===== src/design/mrgbu_pkg.sv =====
// Types, register codes, reset values and the mask decoder of the row unpacker.
// Used by the top level, the channel scaler and the checker; depends on nothing.
package mrgbu_pkg;

  localparam int COL_W = 12;

  typedef enum logic [2:0] {
    CFG_BYTES_PER_PIXEL = 3'd0,
    CFG_ROW_PITCH       = 3'd1,
    CFG_ROW_WIDTH       = 3'd2,
    CFG_RED_MASK        = 3'd3,
    CFG_GREEN_MASK      = 3'd4,
    CFG_BLUE_MASK       = 3'd5,
    CFG_ALPHA_MASK      = 3'd6,
    CFG_ALPHA_ENABLE    = 3'd7
  } cfg_reg_t;

  typedef struct packed {
    logic [7:0] stream_byte;
    logic       frame_start;
  } in_req_t;

  typedef struct packed {
    logic [7:0]       red_value;
    logic [7:0]       green_value;
    logic [7:0]       blue_value;
    logic [7:0]       alpha_value;
    logic [COL_W-1:0] pixel_column;
    logic             row_end;
    logic             format_error;
  } out_res_t;

  typedef struct packed {
    logic [31:0] mask;
    logic [4:0]  shift;
    logic [15:0] coef;
    logic        bad;
  } mask_info_t;

  localparam logic [15:0] SCALE_TABLE [8] = '{
    16'hff00, 16'h5500, 16'h2480, 16'h1100,
    16'h0840, 16'h0410, 16'h0204, 16'h0100
  };

  localparam logic [1:0]  RST_BPP_LAST   = 2'd3;
  localparam int          RST_PITCH      = 16384;
  localparam int          RST_WIDTH      = 4096;
  localparam logic [31:0] RED_MASK_RST   = 32'h00ff_0000;
  localparam logic [31:0] GREEN_MASK_RST = 32'h0000_ff00;
  localparam logic [31:0] BLUE_MASK_RST  = 32'h0000_00ff;
  localparam logic [31:0] ALPHA_MASK_RST = 32'hff00_0000;
  localparam logic        RST_ALPHA_EN   = 1'b1;

  // Finds the field position, its run of ones and the matching scale coefficient.
  function automatic mask_info_t mask_decode(logic [31:0] m);
    mask_info_t  info;
    logic [31:0] t;
    logic [4:0]  sh;
    logic        found;
    logic [3:0]  run;
    logic        stop;
    sh    = '0;
    found = 1'b0;
    for (int i = 0; i < 32; i++) begin
      if (!found && m[i]) begin
        sh    = 5'(i);
        found = 1'b1;
      end
    end
    t    = m >> sh;
    run  = '0;
    stop = 1'b0;
    for (int i = 0; i < 9; i++) begin
      if (!stop && t[i]) begin
        run = run + 4'd1;
      end else begin
        stop = 1'b1;
      end
    end
    info.mask  = m;
    info.shift = sh;
    info.bad   = (m == 32'd0) || (run > 4'd8);
    info.coef  = info.bad ? 16'd0 : SCALE_TABLE[3'(run - 4'd1)];
    return info;
  endfunction

endpackage


===== src/design/masked_rgb_row_unpacker_unit.sv =====
// Bitmask-RGB row unpacker: one raw byte per request, one ARGB result per finished pixel.
// A pixel result is registered in stage 1 and then in the output register before out_valid.
// Throughput is one byte per cycle while in_ready is high; the byte counters update in the accept cycle.
// Synchronous active-low reset clears the counters and the pipeline valid bits
// and loads the default register values. Depends on mrgbu_pkg and mrgbu_chan.
module masked_rgb_row_unpacker_unit #(
  parameter int MAX_WIDTH = 4096,
  parameter int MAX_PITCH = 16384
) (
  input  logic                clk,
  input  logic                rst_n,
  input  logic                in_valid,
  output logic                in_ready,
  input  mrgbu_pkg::in_req_t  in_data,
  output logic                out_valid,
  input  logic                out_ready,
  output mrgbu_pkg::out_res_t out_data,
  input  logic                cfg_we,
  input  logic [2:0]          cfg_index,
  input  logic [31:0]         cfg_data
);

  localparam int WW = $clog2(MAX_WIDTH + 1);
  localparam int PW = $clog2(MAX_PITCH + 1);
  localparam logic [31:0] WIDTH_LIM = 32'(MAX_WIDTH);
  localparam logic [31:0] PITCH_LIM = 32'(MAX_PITCH);
  localparam int RST_W = (MAX_WIDTH < mrgbu_pkg::RST_WIDTH) ? MAX_WIDTH : mrgbu_pkg::RST_WIDTH;
  localparam int RST_P = (MAX_PITCH < mrgbu_pkg::RST_PITCH) ? MAX_PITCH : mrgbu_pkg::RST_PITCH;

  logic [1:0]            bpp_last_r;
  logic [PW-1:0]         pitch_r;
  logic [WW-1:0]         width_r;
  mrgbu_pkg::mask_info_t red_info_r;
  mrgbu_pkg::mask_info_t green_info_r;
  mrgbu_pkg::mask_info_t blue_info_r;
  mrgbu_pkg::mask_info_t alpha_info_r;
  logic                  alpha_en_r;

  logic [1:0]            bpp_last_wr;
  logic [31:0]           pitch_raw;
  logic [31:0]           width_raw;
  logic [PW-1:0]         pitch_wr;
  logic [WW-1:0]         width_wr;
  mrgbu_pkg::mask_info_t mask_wr;

  logic [23:0]   gather_r;
  logic [1:0]    bip_r;
  logic [PW-1:0] bir_r;
  logic [WW-1:0] col_r;
  logic [23:0]   gather_nxt;
  logic [1:0]    bip_nxt;
  logic [PW-1:0] bir_nxt;
  logic [WW-1:0] col_nxt;

  logic [23:0]   gather_cur;
  logic [1:0]    bip_cur;
  logic [PW-1:0] bir_cur;
  logic [WW-1:0] col_cur;
  logic [PW-1:0] bir_inc;
  logic [31:0]   word;
  logic          emit;
  logic          row_end;

  logic                in_fire;
  logic                s1_free;
  logic                out_free;
  logic                s1_valid_r;
  logic [31:0]         s1_word_r;
  logic [WW-1:0]       s1_col_r;
  logic                s1_row_end_r;
  logic                out_valid_r;
  mrgbu_pkg::out_res_t out_data_r;
  mrgbu_pkg::out_res_t res_nxt;

  logic [7:0] red_val;
  logic [7:0] green_val;
  logic [7:0] blue_val;
  logic [7:0] alpha_val;
  logic       bad;

  always_comb begin
    bpp_last_wr = (cfg_data[2:0] < 3'd2) ? 2'd1 :
                  (cfg_data[2:0] > 3'd4) ? 2'd3 : 2'(cfg_data[2:0] - 3'd1);
    pitch_raw   = 32'(cfg_data[14:0]);
    width_raw   = 32'(cfg_data[12:0]);
    pitch_wr    = (pitch_raw == 32'd0) ? PW'(1) :
                  (pitch_raw > PITCH_LIM) ? PW'(PITCH_LIM) : PW'(pitch_raw);
    width_wr    = (width_raw == 32'd0) ? WW'(1) :
                  (width_raw > WIDTH_LIM) ? WW'(WIDTH_LIM) : WW'(width_raw);
    mask_wr     = mrgbu_pkg::mask_decode(cfg_data);
  end

  always_ff @(posedge clk) begin
    if (!rst_n) begin
      bpp_last_r   <= mrgbu_pkg::RST_BPP_LAST;
      pitch_r      <= PW'(RST_P);
      width_r      <= WW'(RST_W);
      red_info_r   <= mrgbu_pkg::mask_decode(mrgbu_pkg::RED_MASK_RST);
      green_info_r <= mrgbu_pkg::mask_decode(mrgbu_pkg::GREEN_MASK_RST);
      blue_info_r  <= mrgbu_pkg::mask_decode(mrgbu_pkg::BLUE_MASK_RST);
      alpha_info_r <= mrgbu_pkg::mask_decode(mrgbu_pkg::ALPHA_MASK_RST);
      alpha_en_r   <= mrgbu_pkg::RST_ALPHA_EN;
    end else if (cfg_we) begin
      unique case (cfg_index)
        mrgbu_pkg::CFG_BYTES_PER_PIXEL: bpp_last_r   <= bpp_last_wr;
        mrgbu_pkg::CFG_ROW_PITCH:       pitch_r      <= pitch_wr;
        mrgbu_pkg::CFG_ROW_WIDTH:       width_r      <= width_wr;
        mrgbu_pkg::CFG_RED_MASK:        red_info_r   <= mask_wr;
        mrgbu_pkg::CFG_GREEN_MASK:      green_info_r <= mask_wr;
        mrgbu_pkg::CFG_BLUE_MASK:       blue_info_r  <= mask_wr;
        mrgbu_pkg::CFG_ALPHA_MASK:      alpha_info_r <= mask_wr;
        mrgbu_pkg::CFG_ALPHA_ENABLE:    alpha_en_r   <= cfg_data[0];
        default: ;
      endcase
    end
  end

  assign out_free = !out_valid_r || out_ready;
  assign s1_free  = !s1_valid_r || out_free;
  assign in_ready = s1_free;
  assign in_fire  = in_valid && in_ready;

  always_comb begin
    gather_cur = in_data.frame_start ? 24'd0 : gather_r;
    bip_cur    = in_data.frame_start ? 2'd0 : bip_r;
    bir_cur    = in_data.frame_start ? '0 : bir_r;
    col_cur    = in_data.frame_start ? '0 : col_r;
    gather_nxt = gather_cur;
    bip_nxt    = bip_cur;
    col_nxt    = col_cur;
    emit       = 1'b0;
    word       = 32'(gather_cur) | (32'(in_data.stream_byte) << {bpp_last_r, 3'b000});
    row_end    = (col_cur == width_r - WW'(1));
    if (col_cur < width_r) begin
      if (bip_cur >= bpp_last_r) begin
        emit       = 1'b1;
        col_nxt    = col_cur + WW'(1);
        bip_nxt    = 2'd0;
        gather_nxt = 24'd0;
      end else begin
        gather_nxt = 24'(32'(gather_cur) | (32'(in_data.stream_byte) << {bip_cur, 3'b000}));
        bip_nxt    = bip_cur + 2'd1;
      end
    end
    bir_inc = bir_cur + PW'(1);
    bir_nxt = bir_inc;
    if (bir_inc >= pitch_r) begin
      gather_nxt = 24'd0;
      bip_nxt    = 2'd0;
      bir_nxt    = '0;
      col_nxt    = '0;
    end
  end

  always_ff @(posedge clk) begin
    if (!rst_n) begin
      gather_r    <= 24'd0;
      bip_r       <= 2'd0;
      bir_r       <= '0;
      col_r       <= '0;
      s1_valid_r  <= 1'b0;
      out_valid_r <= 1'b0;
    end else begin
      if (in_fire) begin
        gather_r <= gather_nxt;
        bip_r    <= bip_nxt;
        bir_r    <= bir_nxt;
        col_r    <= col_nxt;
      end
      if (s1_free) begin
        s1_valid_r <= in_fire && emit;
      end
      if (out_free) begin
        out_valid_r <= s1_valid_r;
      end
    end
  end

  always_ff @(posedge clk) begin
    if (in_fire && emit) begin
      s1_word_r    <= word;
      s1_col_r     <= col_cur;
      s1_row_end_r <= row_end;
    end
    if (out_free && s1_valid_r) begin
      out_data_r <= res_nxt;
    end
  end

  mrgbu_chan u_red (
    .word  (s1_word_r),
    .info  (red_info_r),
    .value (red_val)
  );

  mrgbu_chan u_green (
    .word  (s1_word_r),
    .info  (green_info_r),
    .value (green_val)
  );

  mrgbu_chan u_blue (
    .word  (s1_word_r),
    .info  (blue_info_r),
    .value (blue_val)
  );

  mrgbu_chan u_alpha (
    .word  (s1_word_r),
    .info  (alpha_info_r),
    .value (alpha_val)
  );

  always_comb begin
    bad                  = red_info_r.bad || green_info_r.bad || blue_info_r.bad ||
                           (alpha_en_r && alpha_info_r.bad);
    res_nxt.red_value    = bad ? 8'd0 : red_val;
    res_nxt.green_value  = bad ? 8'd0 : green_val;
    res_nxt.blue_value   = bad ? 8'd0 : blue_val;
    res_nxt.alpha_value  = (bad || !alpha_en_r) ? 8'd0 : alpha_val;
    res_nxt.pixel_column = mrgbu_pkg::COL_W'(s1_col_r);
    res_nxt.row_end      = s1_row_end_r;
    res_nxt.format_error = bad;
  end

  assign out_valid = out_valid_r;
  assign out_data  = out_data_r;

endmodule


===== src/design/mrgbu_chan.sv =====
// One color channel: mask, align and scale the field of a pixel word to 8 bits.
// Depends on mrgbu_pkg for the decoded mask type.
module mrgbu_chan (
  input  logic [31:0]            word,
  input  mrgbu_pkg::mask_info_t  info,
  output logic [7:0]             value
);

  logic [31:0] field;
  logic [31:0] prod;

  // Only the low 16 bits of the field reach bits 15:8 of the product.
  always_comb begin
    field = (word & info.mask) >> info.shift;
    prod  = 32'(field[15:0]) * 32'(info.coef);
    value = prod[15:8];
  end

endmodule


===== config.mk =====
export PLATFORM = sky130hd
export DESIGN_NAME = masked_rgb_row_unpacker_unit
export DESIGN_NICKNAME = d
export VERILOG_FILES = /design/src/design/mrgbu_pkg.sv /design/src/design/masked_rgb_row_unpacker_unit.sv /design/src/design/mrgbu_chan.sv
export SDC_FILE = /design/constraint.sdc
export NUM_CORES = 2
export LEC_CHECK = 0
export BUFFER_PORTS_ARGS = -buffer_cell sky130_fd_sc_hd__buf_4
export CORE_ASPECT_RATIO = 0.5
export CORE_UTILIZATION = 35
export CTS_CLUSTER_SIZE = 20
export DETAILED_ROUTE_END_ITERATION = 8
export PLACE_DENSITY = 0.6
export SETUP_SLACK_MARGIN = 0.4
export SYNTH_ARGS = -nofsm -noshare
export SYNTH_HDL_FRONTEND = slang
export SYNTH_SLANG_ARGS = --single-unit

===== constraint.sdc =====
create_clock -name clk -period 10.6 [get_ports clk]
set_clock_uncertainty 0.05 [all_clocks]
set_input_delay 1.59 -clock clk [delete_from_list [all_inputs] [get_ports clk]]
set_output_delay 1.59 -clock clk [all_outputs]
set_load 0.03 [all_outputs]

==> flow_metrics.env <==
export IMPL_grt_met1_usage_pct=31.5
export IMPL_ios=97
export IMPL_criticalPathCategory="input port to register"
export IMPL_io_buffers=96
export IMPL_ctsHoldBuffers=0
export IMPL_p_int_mw=2.67
export IMPL_grt_pass1_vias=27200
export IMPL_critPathMaxFanout=11
export IMPL_clkPwrFrac_pct=41.2
export IMPL_dpl_hpwl_um=81200
export IMPL_hold_path_end="out_data[1]"
export IMPL_hold_path_depth=0
export IMPL_regToRegStartpoint="red_info_r[17]"
export IMPL_finalHoldViolations=0
export IMPL_outcome="finished clean"
export IMPL_yosysUniqueCellTypes=103
export IMPL_rr_endpoint="out_data[45]"
export IMPL_worstMarginPinSlew_ps=1300
export IMPL_synthArstFlopShare_pct=0
export IMPL_sw_frac_of_total_pct=30.9
export IMPL_die_x_um=439
export IMPL_reg2regPathDepth=27
export IMPL_clk_pin_slew_ps=70
export IMPL_place_congestion=0.995
export IMPL_globalRouteMet3Util_pct=3.45
export IMPL_antenna_cells=0
export IMPL_ys_ff_latch=378
export IMPL_p_per_area_nw_per_um2=105
export IMPL_irDropWorstVdd_mv=0.0980
export IMPL_syn2layout_area_growth_pct=10.2
export IMPL_synth_edff_count=91
export IMPL_grt_first_pass_wirelength_um=164000
export IMPL_crit_required_ps=11060
export IMPL_fin_hold_ws_ps=372
export IMPL_cts_made_buffers=40
export IMPL_crit_family="compound AO/OA/AOI/OAI gates"
export IMPL_drc=0
export IMPL_pre_cts_ws_ps=-9.35
export IMPL_drt_pass1_iter_count=5
export IMPL_power_switching_mw=1.19
export IMPL_rrSetupSlack_ps=2250
export IMPL_setup_viol=0
export IMPL_hp_class="register to register"
export IMPL_insertion_delay_ps=620
export IMPL_arrival_ps=10300
export IMPL_vias=28900
export IMPL_rsz0062_at_grt="no"
export IMPL_htree_num_levels=2
export IMPL_drv_slew=0
export IMPL_min_period_over_period_pct=92.8
export IMPL_grt_overflow_total=0
export IMPL_path_common_cell="ha_1"
export IMPL_start_util_pct=35.6
export IMPL_grt_usage_pct=21.8
export IMPL_synth_nets=4562
export IMPL_routed_wl_um=107000
export IMPL_grt_busiest_layer="met2"
export IMPL_clock_path_buffers=3
export IMPL_worstHoldStart="s1_row_end_r"
export IMPL_path_buf_inv=4
export IMPL_rows=79
export IMPL_cts_sinks=378
export IMPL_slew_headroom_pct=12.5
export IMPL_drt_antenna_violating_nets=0
export IMPL_syn_area_um2=33400
export IMPL_cp_slowest_stage_delay_ps=600
export IMPL_via_per_inst=5.41
export IMPL_power_frac_seq_pct=39.9
export IMPL_seq_area_frac_synth_pct=25.4
export IMPL_slowest_stage="or4_1"
export IMPL_syn_avg_cell_area_um2=8.08
export IMPL_grt_max_degree=190
export IMPL_antenna_found_initial=0
export IMPL_fin_ws_ps=763
export IMPL_drt_first_iter_violations=2825
export IMPL_min_period_ps=9840
export IMPL_ys_warn_count=0
export IMPL_p_comb_share_pct=18.9
export IMPL_cp_start_kind="input port"
export IMPL_met2_usage_pct=34.0
export IMPL_coreArea_um2=93700
export IMPL_synth_ff_type="dfxtp_1"
export IMPL_synthCells=4130
export IMPL_drive_gt1_share_pct=9.21
export IMPL_dieArea_um2=96600
export IMPL_fin_util_pct=39.2
export IMPL_power_mw=3.86
export IMPL_fmax_ghz=0.102
export IMPL_routed_wire_length_per_instance_um=20.0
export IMPL_timing_max_cap_violations=0
export IMPL_crit_path_end_kind="register"
export IMPL_cts_tree="built"
export IMPL_cts_root_buffer="clkbuf_16"
export IMPL_p_leak_nw=14.8
export IMPL_nets=4494
export IMPL_die_h_um=220
-- worst register-to-register path: stages (launching register included) --
cell and delay [ps]:
dfxtp_1 800, buf_4 450, nand3_1 110, o21ai_0 340
mux2i_1 260, mux4_2 510, o21ai_0 800, and2_1 240
ha_1 130, inv_1 50, fa_1 470, inv_1 70
fa_1 510, inv_1 60, fa_1 480, fa_1 490
inv_1 40, ha_1 270, ha_1 320, a21o_1 170
a21oi_1 200, o21bai_1 90, a21oi_1 320, xnor2_1 190
xnor2_1 150, xnor2_1 110, xnor2_1 310, nor2_1 80
-- cells in the final DEF (no fill, tap or decap), drive strengths merged, types with 20 or more instances in the layout --
master,Yosys,final
nand2,706,706
a22o,27,27
nor3,21,21
ha,231,231
fa,152,152
o21a,22,22
clkbuf,242,57
mux2,20,20
a21o,28,28
nand4,20,20
o211ai,26,26
inv,363,365
nor2b,117,117
mux4,21,21
and2,122,122
o21ai,247,247
xnor2,130,130
o41ai,20,20
mux2i,146,146
a21oi,95,95
a21boi,105,105
a211oi,25,25
xor2,29,29
a22oi,50,50
edfxtp,91,91
nand2b,37,37
dfxtp,287,287
o22ai,31,31
o31ai,25,25
buf,56,188
nand3,233,233
nor2,210,210
-- through the flow --
stage          cell area (um2)  TNS, ps  std cells
5_1_grt                  36800        0       5349
6_report                 36800        0       5349
3_5_place_dp             35200    -9.35       5264
3_3_place_gp             35200        0       5264
4_1_cts                  36600        0       5338
2_1_floorplan            33400        0       4130
-- repair_timing --
action                                  in CTS  in global routing
endpoints found under the setup margin       0                 42
resized for setup                            0                 11
setup buffers                                0                 11
-- state kept, by name, summed over array words and instances, names as in the netlist --
signal / cells
bip_r: 2
s1_col_r: 12
bir_r: 15
green_info_r: 50
gather_r: 24
blue_info_r: 50
alpha_info_r: 50
alpha_en_r: 1
out_valid: 1
width_r: 13
s1_row_end_r: 1
s1_word_r: 32
s1_valid_r: 1
col_r: 13
pitch_r: 15
bpp_last_r: 2
red_info_r: 50
out_data: 46
-- how the worst max path moves through the flow --
stage	start	to	slack [ps]	depth (start not counted)
global route	cfg_data[1]	blue_info_r[3]	370	41
finish	cfg_data[27]	blue_info_r[3]	760	38
floorplan	cfg_data[1]	alpha_info_r[5]	870	39
global placement	cfg_data[8]	red_info_r[7]	100	37
CTS	cfg_data[8]	blue_info_r[3]	580	37
detailed placement	cfg_data[8]	blue_info_r[3]	-9	37
-- cell usage after synthesis, types with 24 or more instances --
master      n  area, um2
nor2_1    207        777
o21ai_0   220       1100
a21oi_1    93        465
buf_1      27        101
dfxtp_1   287       5750
o21ai_1    24        120
a21o_1     28        210
nor2b_1   117        732
and2_1    121        757
xnor2_1   130       1140
o31ai_1    25        188
ha_1      231       2890
inv_1     360       1350
o211ai_1   25        188
nand2b_1   37        231
a22oi_1    49        368
a21boi_0  103        773
fa_1      152       3040
clkbuf_1  241        905
xor2_1     29        254
o22ai_1    31        194
a22o_1     27        236
mux2i_1   146       1460
edfxtp_1   91       2730
nand2_1   706       2650
nand3_1   233       1170
-- layer usage --
layer / vias to the layer above / part of all wire [%]
li1: 13800 / -
met1: 14000 / 47
met2: 973 / 44
met3: 112 / 7.3
met4: 0 / 2.1
met5: - / 0
-- power groups by stage --
| stage | logic (mW) | clock network, mW | registers, mW |
|---|---|---|---|
| final | 0.730 | 1.59 | 1.54 |
| after global placement | 0.703 | 0 | 1.57 |
| after floorplan | 0.500 | 0 | 1.55 |
| after detailed placement | 0.711 | 0 | 1.57 |
| after CTS | 0.717 | 1.62 | 1.54 |
| after global routing | 0.805 | 1.67 | 1.54 |
-- cells by family (layout without fill, tap and decap cells) --
kind of cell,count (synthesis),after routing,share of synthesized area [%]
compound gates,796,796,16.5
xor+xnor,159,159,4.17
fa+ha+maj,383,383,17.8
buf+inv,665,629,7.73
flops,378,378,25.4
mux,187,187,6.48
simple gates,1562,1562,21.9
-- area by class of cell --
| type | count | area, um2 |
|---|---|---|
| fill | 9625 | 56900 |
| tap | 1255 | 1570 |
| multi-input combinational | 3087 | 22400 |
| clock buffer | 57 | 1230 |
| sequential | 378 | 8480 |
| inverter | 367 | 1380 |
| timing repair buffer | 188 | 1450 |
| clock inverter | 17 | 234 |
Note: power is estimated with default switching activity, not from simulation.
